### config.mk
export PLATFORM = sky130hd
export DESIGN_NAME = pidl_cell
export DESIGN_NICKNAME = d
export VERILOG_FILES = /design/src/hw/rtl/pidl_pkg.sv /design/src/hw/rtl/pidl_cell.sv
export SDC_FILE = /design/constraint.sdc
export NUM_CORES = 1
export LEC_CHECK = 0
export BUFFER_PORTS_ARGS = -buffer_cell sky130_fd_sc_hd__buf_2
export CORE_AREA = 2 2 80 75
export CTS_BUF_LIST = sky130_fd_sc_hd__clkbuf_16
export CTS_CLUSTER_DIAMETER = 30
export DETAILED_ROUTE_END_ITERATION = 6
export DIE_AREA = 0 0 82 77
export PLACE_DENSITY = 0.85
export SYNTH_ARGS = -nofsm -noshare
export SYNTH_HDL_FRONTEND = slang
export SYNTH_SLANG_ARGS = --single-unit
### constraint.sdc
create_clock -name clock -period 6.8 [get_ports clock]
set_input_delay 0.68 -clock clock [delete_from_list [all_inputs] [get_ports clock]]
set_output_delay 0.68 -clock clock [all_outputs]
set_load 0.05 [all_outputs]
### src/hw/rtl/pidl_pkg.sv
// ----------------------------------------------------------------------------
// pidl_pkg
// Shared types and constants for the positional insert/delete list.
// ----------------------------------------------------------------------------
package pidl_pkg;

   localparam int DEPTH       = 64;
   localparam int IDX_W       = $clog2(DEPTH);
   localparam int CNT_W       = $clog2(DEPTH + 1);
   localparam int DATA_W      = 32;
   localparam int GROUP_SIZE  = 8;
   localparam int NUM_GROUPS  = (DEPTH + GROUP_SIZE - 1) / GROUP_SIZE;

   localparam logic [1:0] CMD_INSERT = 2'd0;
   localparam logic [1:0] CMD_DELETE = 2'd1;
   localparam logic [1:0] CMD_GET    = 2'd2;

   localparam logic [1:0] ST_OK    = 2'd0;
   localparam logic [1:0] ST_RANGE = 2'd1;
   localparam logic [1:0] ST_FULL  = 2'd2;

   typedef struct packed {
      logic                     ins;
      logic                     del;
      logic [IDX_W-1:0]         idx;
      logic signed [DATA_W-1:0] value;
   } op_type;

   typedef struct packed {
      logic [1:0]       status;
      logic [CNT_W-1:0] count;
      logic             rd_en;
   } result_type;

endpackage

### src/hw/rtl/pidl_cell.sv
// ----------------------------------------------------------------------------
// pidl_cell
// One list slot: holds a word and shifts with its neighbors on insert/delete.
// ----------------------------------------------------------------------------
module pidl_cell (
   input  logic                                    clock,
   input  pidl_pkg::op_type                        op,
   input  logic [pidl_pkg::IDX_W-1:0]              pos,
   input  logic signed [pidl_pkg::DATA_W-1:0]      left_in,
   input  logic signed [pidl_pkg::DATA_W-1:0]      right_in,
   output logic signed [pidl_pkg::DATA_W-1:0]      entry_out,
   output logic [pidl_pkg::DATA_W-1:0]             sel_out
);

   logic signed [pidl_pkg::DATA_W-1:0] entry_ff;
   logic signed [pidl_pkg::DATA_W-1:0] entry_in;
   logic                               at_idx;
   logic                               past_idx;

   assign at_idx   = (pos == op.idx);
   assign past_idx = (pos > op.idx);

   always_comb begin
      entry_in = entry_ff;
      if (op.ins && at_idx) begin
         entry_in = op.value;
      end else if (op.ins && past_idx) begin
         entry_in = left_in;
      end else if (op.del && (at_idx || past_idx)) begin
         entry_in = right_in;
      end
   end

   always_ff @(posedge clock) begin
      entry_ff <= entry_in;
   end

   assign entry_out = entry_ff;
   assign sel_out   = at_idx ? entry_ff : '0;

endmodule

==> out/results.txt <==
Via count -> 2312
Post-placement cell area -> 0.00320 sq mm
Outcome -> finished, final reports clean
CP max FO -> 36
Critical Path Source -> op[37]
PortBufs -> 174
Synth top area share -> 0.411
Element type at the critical path start -> input pin
GR Overflow Total -> 0
Critical path, cell by cell -> buf_2 > inv_1 > ha_1 > and4_1 > and3_1 > buf_2
Total GRT Usage -> 0.205
Ys flop type -> edfxtp_1
Ys Warns -> 0
Post-Syn Area -> 0.00234 sq mm
Worst setup path end -> sel_out[19]
PnR worst setup slack -> 3.59 ns
Placed instance count -> 466
Fraction of registers with async set or reset after synthesis -> 0
Final core utilization -> 0.610
Crit path largest cell delay -> 0.88 ns
Vias in the first global route -> 2243
Yosys cell types -> 22
Cell Pwr Density -> 226 mW/mm^2
Vias per Instance -> 4.89
Post-CTS sizing -> 0
Gate Count Post-Synth -> 236
Fmax -> 311 MHz
Global-route wire length before repair -> 10.1 mm
RSZ-0062 raised after global routing -> no
Hold_ws -> 0.779 ns
Final wirelength -> 6.54 mm
Top cells by count, synth -> inv_1, and3_1, edfxtp_1, nor2_1, a221oi_2
Worst EP arrival -> 2.53 ns
Final Total Pwr -> 0.753 mW
Final period utilization -> 0.472
Synthesized area per cell -> 9.90 sq um
Top delay family on crit path -> simple AND/OR/NAND/NOR gates
Drt wl/cell -> 13.8 um
Max-slew headroom -> 0.313
Largest net degree at the start of global routing -> 37
Crit path kind -> input pin to output port
Fraction of layout cells with a size suffix above 1 -> 0.541
Max FFs per register -> 32
CTS H-tree lvls -> 2
Hpwl dp -> 4.96 mm
Setup TNS -> 0 ns
Final hold violation count -> 0
Hold_sp -> right_in[19]
Area growth, synth to finish -> 42.7%
Initial antenna violation count -> 0
Post-CTS Setup Repair Bufs -> 0
Pre-CTS WS -> 3.37 ns
1st-iter DRT viols -> 55
First-pass DRT Iterations -> 4
Vert. Die Dim -> 77 um
Detail Route Antenna Nets -> 0
Row cnt -> 26
Peak VDD IR -> 0.000151 V
Stages on the worst setup path -> 6
Total CTS buffers -> 5
Clock Sinks -> 32
Maximum clock path buffer count -> 2
Core region area -> 0.00547 sq mm
Leakage power total -> 1.94 nW
Worst-path clk slew -> 0.05 ns
MaxCap Viol Count -> 0
CP Capture Type -> output port
Post-synth EDFFs -> 32
CP bufs+invs -> 3
Biggest area consumer among synthesized cells -> edfxtp_1
Initial Utilization -> 0.428
Req. time, crit path -> 6.12 ns
DRC violations left -> 0
I/O Pins -> 175
Gpl congestion -> 0.970
Final Cell Area -> 0.00333 sq mm
Max Slew Vio Count -> 0
CTS Hold Bufs -> 0
Sequential area share after synthesis -> 0.411
CTS tree -> done
Worst-margin pin slew -> 1.03 ns
Hold Crit Class -> input pin to flop
Most area-consuming cells after synthesis -> edfxtp_1, a221oi_2, inv_1
Top-count cell post-synth -> inv_1
Die ar. -> 0.00631 sq mm
Clock period minus worst slack -> 3.21 ns
Layout Nets -> 520
Root Driver -> clkbuf_16
Final Setup Violations -> 0
Net Count, Synth -> 353
CP dominant cell by count -> buf_2
Slowest CP cell -> and4_1
Fin cells -> 473
Die width -> 82 um
Diodes inserted -> 0
Flip-flop and latch count after synthesis -> 32
-- report_power, final --
group / switching [mW] / internal [mW]
Sequential: 0.0151 / 0.260
Clock: 0.0700 / 0.131
Combinational: 0.197 / 0.0792
-- logic make-up (layout without fill, tap and decap cells) --
logic type,after synthesis,count (layout),synth area share
flip-flops,32,32,0.411
AND/OR/NAND/NOR,72,72,0.159
adder cells (fa/ha/maj),6,6,0.0321
buffers and inverters,88,255,0.164
AO/OA/AOI/OAI,38,38,0.233
-- layout make-up --
type                            count  area, sq um
Clock inverter                      2         8.76
Fill cell                         494         2130
Tap cell                           70         87.6
Timing Repair Buffer              177          893
Sequential cell                    32          961
Clock buffer                        5          125
Multi-Input combinational cell    116          992
Inverter                           71          267
-- layout by cell type, fill, tap and decap left out --
master,count
a41o_4,1
nor2_1,32
a21oi_1,1
a311oi_4,1
a221oi_1,2
edfxtp_1,32
o21ai_2,1
and4_1,1
o22a_1,1
ha_1,6
and3_1,32
nand3_1,3
and2_1,1
clkbuf_16,5
and2_4,1
inv_1,72
nor2b_1,1
buf_4,3
a21o_1,1
nand2_2,1
clkinv_2,1
a221oi_2,30
buf_2,174
-- routing by layer --
layer / vias up / track usage / part of all wire
met4: 0 / 0.0517 / 0.0096
met2: 83 / 0.389 / 0.54
li1: 1139 / - / -
met1: 1084 / 0.225 / 0.39
met3: 6 / 0.0400 / 0.054
met5: - / 0 / 0
-- worst min-delay path by stage --
stage | slack [ns] | cells past startpoint | to
6_report | 0.78 | 3 | entry_out[19]
4_1_cts | 0.77 | 3 | entry_out[15]
2_1_floorplan | 0.94 | 2 | entry_out[0]
3_3_place_gp | 1.05 | 3 | entry_out[13]
5_1_grt | 0.78 | 3 | entry_out[23]
3_5_place_dp | 1.06 | 3 | entry_out[15]
Power figures use the tool's default switching activity.
