--- src/hw/rtl/pidl_pkg.sv ---
// ----------------------------------------------------------------------------
// pidl_pkg
// Shared types and constants for the positional insert/delete list.
// ----------------------------------------------------------------------------
package pidl_pkg;

   localparam int DEPTH       = 64;
   localparam int IDX_W       = $clog2(DEPTH);
   localparam int CNT_W       = $clog2(DEPTH + 1);
   localparam int DATA_W      = 32;
   localparam int GROUP_SIZE  = 8;
   localparam int NUM_GROUPS  = (DEPTH + GROUP_SIZE - 1) / GROUP_SIZE;

   localparam logic [1:0] CMD_INSERT = 2'd0;
   localparam logic [1:0] CMD_DELETE = 2'd1;
   localparam logic [1:0] CMD_GET    = 2'd2;

   localparam logic [1:0] ST_OK    = 2'd0;
   localparam logic [1:0] ST_RANGE = 2'd1;
   localparam logic [1:0] ST_FULL  = 2'd2;

   typedef struct packed {
      logic                     ins;
      logic                     del;
      logic [IDX_W-1:0]         idx;
      logic signed [DATA_W-1:0] value;
   } op_type;

   typedef struct packed {
      logic [1:0]       status;
      logic [CNT_W-1:0] count;
      logic             rd_en;
   } result_type;

endpackage

--- src/hw/rtl/pidl_ctrl.sv ---
// ----------------------------------------------------------------------------
// pidl_ctrl
// Entry count, index checks and the command broadcast to the cell row.
// ----------------------------------------------------------------------------
module pidl_ctrl (
   input  logic                               clock,
   input  logic                               reset,
   input  logic                               accept,
   input  logic [1:0]                         cmd,
   input  logic [5:0]                         index,
   input  logic signed [pidl_pkg::DATA_W-1:0] value,
   output pidl_pkg::op_type                   op,
   output pidl_pkg::result_type               result
);

   logic [pidl_pkg::CNT_W-1:0] count_ff;
   logic [pidl_pkg::CNT_W-1:0] count_in;
   logic [pidl_pkg::CNT_W-1:0] idx_ext;
   logic [1:0]                 status;
   logic                       do_ins;
   logic                       do_del;
   logic                       rd_en;

   assign idx_ext = pidl_pkg::CNT_W'(index);

   always_comb begin
      status = pidl_pkg::ST_OK;
      do_ins = 1'b0;
      do_del = 1'b0;
      rd_en  = 1'b0;
      unique case (cmd)
         pidl_pkg::CMD_INSERT: begin
            priority if (idx_ext > count_ff) begin
               status = pidl_pkg::ST_RANGE;
            end else if (count_ff == pidl_pkg::CNT_W'(pidl_pkg::DEPTH)) begin
               status = pidl_pkg::ST_FULL;
            end else begin
               do_ins = 1'b1;
            end
         end
         pidl_pkg::CMD_DELETE: begin
            if (idx_ext >= count_ff) begin
               status = pidl_pkg::ST_RANGE;
            end else begin
               do_del = 1'b1;
               rd_en  = 1'b1;
            end
         end
         pidl_pkg::CMD_GET: begin
            if (idx_ext >= count_ff) begin
               status = pidl_pkg::ST_RANGE;
            end else begin
               rd_en = 1'b1;
            end
         end
         default: begin
            status = pidl_pkg::ST_RANGE;
         end
      endcase
   end

   always_comb begin
      count_in = count_ff;
      if (accept && do_ins) begin
         count_in = count_ff + pidl_pkg::CNT_W'(1);
      end else if (accept && do_del) begin
         count_in = count_ff - pidl_pkg::CNT_W'(1);
      end
   end

   always_ff @(posedge clock) begin
      if (reset) begin
         count_ff <= '0;
      end else begin
         count_ff <= count_in;
      end
   end

   assign op.ins   = accept && do_ins;
   assign op.del   = accept && do_del;
   assign op.idx   = pidl_pkg::IDX_W'(index);
   assign op.value = value;

   assign result.status = status;
   assign result.count  = count_in;
   assign result.rd_en  = rd_en;

endmodule

--- config.mk ---
export PLATFORM = sky130hd
export DESIGN_NAME = pidl_ctrl
export DESIGN_NICKNAME = d
export VERILOG_FILES = /design/src/hw/rtl/pidl_pkg.sv /design/src/hw/rtl/pidl_ctrl.sv
export SDC_FILE = /design/constraint.sdc
export NUM_CORES = 1
export LEC_CHECK = 0
export ABC_CLOCK_PERIOD_IN_PS = 2100
export BUFFER_PORTS_ARGS = -buffer_cell sky130_fd_sc_hd__buf_2
export CAP_MARGIN = 10
export CORE_ASPECT_RATIO = 0.75
export CORE_MARGIN = 2
export CORE_UTILIZATION = 38
export CTS_CLUSTER_SIZE = 16
export DETAILED_ROUTE_END_ITERATION = 12
export PLACE_DENSITY = 0.78
export SLEW_MARGIN = 20
export SYNTH_ARGS = -nofsm -noshare
export SYNTH_HDL_FRONTEND = slang
export SYNTH_SLANG_ARGS = --single-unit
--- constraint.sdc ---
create_clock -name clock -period 2.1 [get_ports clock]
set_input_delay 0.315 -clock clock [delete_from_list [all_inputs] [get_ports clock]]
set_output_delay 0.315 -clock clock [all_outputs]
set_load 0.02 [all_outputs]
==> qor.txt <==
R2R Path End: count_ff[0]
Final period util: 117%
GRT Total Usage: 18.3%
R2R setup slack: -0.01 ns
drt pass-1 iters: 4
number of enable flip-flop cells after synthesis: 0
Initial Util: 40.8%
worst reg-to-reg path cell count: 10
leading cell type in the layout, fill and taps excluded: buf_4
first-pass GRT wire length: 5.96 mm
post-layout util: 55.9%
combinational power share: 58.7%
port buffer count: 28
mux share of post-synthesis cell area: 1.81%
Area growth syn-to-layout: 36.9%
Reg clk slew, reported paths: 0.05 ns
Cell Area, Synth: 1380 µm²
Starting DRT DRC Count: 120
pwr dens: 451 nW/µm²
post-synth top area cell: buf_4
Cell Rows: 18
final hold slack: 0.420 ns
largest net degree at the start of global routing: 14
Worst Skew: 0.00338 ns
Crit. End Element: primary output
number of global-route vias before repair: 1275
DR DRC count: 0
clk sink count: 7
CP endpoint: result[4]
Int Pwr: 0.522 mW
synthesized flop and latch total: 7
Max Freq: 407 MHz
share of total power in the clock network: 23.8%
Yosys cell types: 46
Hold Path Class: primary input to flop
Top FF cell, synth: dfxtp_1
minimum period implied by the final worst setup slack: 2.46 ns
CP startpoint: count_ff[4]
largest family of logic cells by synthesized area: compound AO/OA/AOI/OAI gates
Largest Register: count_ff
H-tree levels: 1
n_diodes: 0
CTS buffer count: 3
crit path DAT: 2.14 ns
vias: 1392
RSZ-0062 raised after global routing: true
Synth Area in Compound Gates: 29.7%
Slew HR: 67.3%
Post-Synth Adder-Cell Area: 9.98%
DRT antenna net count: 0
crit start category: flop
DR vias/cell: 5.78
total power draw: 0.851 mW
status: complete, but fails checks
commonest cells after routing, fill and taps aside: buf_4 (29), buf_2 (17), nor2_1 (14), o211ai_1 (14), buf_6 (14)
synth warn: 0
setup ws final: -0.357 ns
Max IR drop VDD: 0.000234 V
Slew Viols, Final: 0
core area: 3380 µm²
Critical Path RT: 1.78 ns
Filler Cell Count: 282
Max Cap Violations: 0
DIE WIDTH: 73.6 µm
dpl hpwl: 2.74 mm
failing checks: setup timing
largest registers: count_ff: 7 flops
max reg flops: 7
final WL: 3.80 mm
DR WL/cell: 15.8 µm
Max clock buf depth: 2
Post-Synthesis Cells: 181
Synth top area share: 21.2%
Reg-to-Reg Start: count_ff[4]
Synth Area per Inst: 7.62 µm²
Least-Margin Pin Slew: 0.487 ns
initial antenna violation count: 0
Area contributors post-synth: buf_4 (21%), dfxtp_1 (10%), ha_1 (10%)
sequential share of the synthesized area: 10.2%
Clock Latency Late Sink: 0.23 ns
Crit Path Max Fanout: 10
fin nets: 256
die area: 4130 µm²
simple-gate share of the synthesized area: 19.8%
sequential power share: 17.5%
Worst Hold Launch: reset
Final Setup Violations: 12
CP Class: flop to primary output
grt ovf: 0
FFs w/ async S/R, synth: 0%
hold buffer count at cts: 0
Final GP Congestion: 0.944
CTS root buffer: clkbuf_8
Die Ht: 56.2 µm
final hold violations: 0
CTS tree: done
Static Leak: 0.786 nW
IO Pins: 93
syn_nets: 235
sw frac: 38.7%
Psw: 0.330 mW
share of cells above drive strength 1: 54.7%
Synth Area in XOR/XNOR: 0.635%
[per-stage QoR]
step	std cells	setup slack, ns	area (µm²)	TNS (ns)
after global routing	241	-0.445	1890	-3.56
after detailed placement	231	-0.338	1560	-2.73
after global placement	231	-0.306	1560	-2.43
final	241	-0.357	1890	-2.74
after floorplan	181	-0.210	1470	-1.28
after CTS	239	-0.345	1780	-2.62
[power by group through the flow]
stage	clock, mW	combinational, mW	sequential [mW]
global route	0.216	0.532	0.150
floorplan	0	0.347	0.151
finish	0.203	0.499	0.149
global placement	0	0.388	0.150
CTS	0.204	0.458	0.149
detailed placement	0	0.394	0.150
[synthesized netlist by cell type, types with 2 or more instances]
master,instances
inv_1,10
nand3_1,8
nand2_1,4
a21oi_1,5
a211o_1,6
nor3b_1,2
a31oi_1,5
dfxtp_1,7
buf_6,3
a211oi_2,2
ha_1,11
o22ai_1,2
a211oi_1,2
nand4_1,2
o2111ai_1,4
o21ai_0,5
o211ai_1,14
nand2b_1,2
and3_1,3
buf_2,2
clkbuf_1,3
and2_1,2
nor2_1,16
buf_4,39
[worst min-delay path by stage]
stage / endpoint / slack, ns / cells after the start
CTS: count_ff[5] / 0.43 / 2
floorplan: count_ff[4] / 0.52 / 3
finish: count_ff[3] / 0.42 / 2
global placement: op[13] / 0.63 / 0
global route: count_ff[5] / 0.44 / 2
detailed placement: op[13] / 0.63 / 0
[cell type report]
type,count,area [µm²],area share [%]
clock buffers,4,45.0,2.39
inverters,10,40.0,2.12
multi-input cells,117,1090,57.6
flip-flops and latches,7,145,7.69
well taps,40,50.0,2.65
repair buffers,63,520,27.6
[per-layer routing]
layer	up-vias	global-route usage (%)	share of wire [%]
li1	658	-	-
met2	51	26.3	45
met3	0	6.16	6.3
met5	-	0	0
met1	683	26.3	48
met4	0	3.90	0
[worst max-delay path, stage by stage, from the launching register on]
cell and delay, ns:
dfxtp_2 0.34, inv_4 0.04, ha_4 0.21, a211o_1 0.29
and2_4 0.18, buf_12 0.13, o21ai_4 0.15, buf_12 0.15
a211o_1 0.16, nand3_2 0.09, buf_6 0.15
[timing repair]
action / in CTS / in global routing
endpoints found under the setup margin: 12 / 13
resized for setup: 39 / 16
pin swaps: 13 / 5
cloned: 0 / 0
buffers inserted: 5 / 2
[cells by family (layout without fill, tap and decap cells)]
family,after synthesis,after routing
buffers and inverters,57,77
DFF,7,7
xor gates and xnor gates,1,1
and+or+nand+nor,49,49
AOI/OAI and AO/OA,54,54
muxes,2,2
adders and majority gates,11,11
Note: power is estimated with default switching activity, not from simulation.
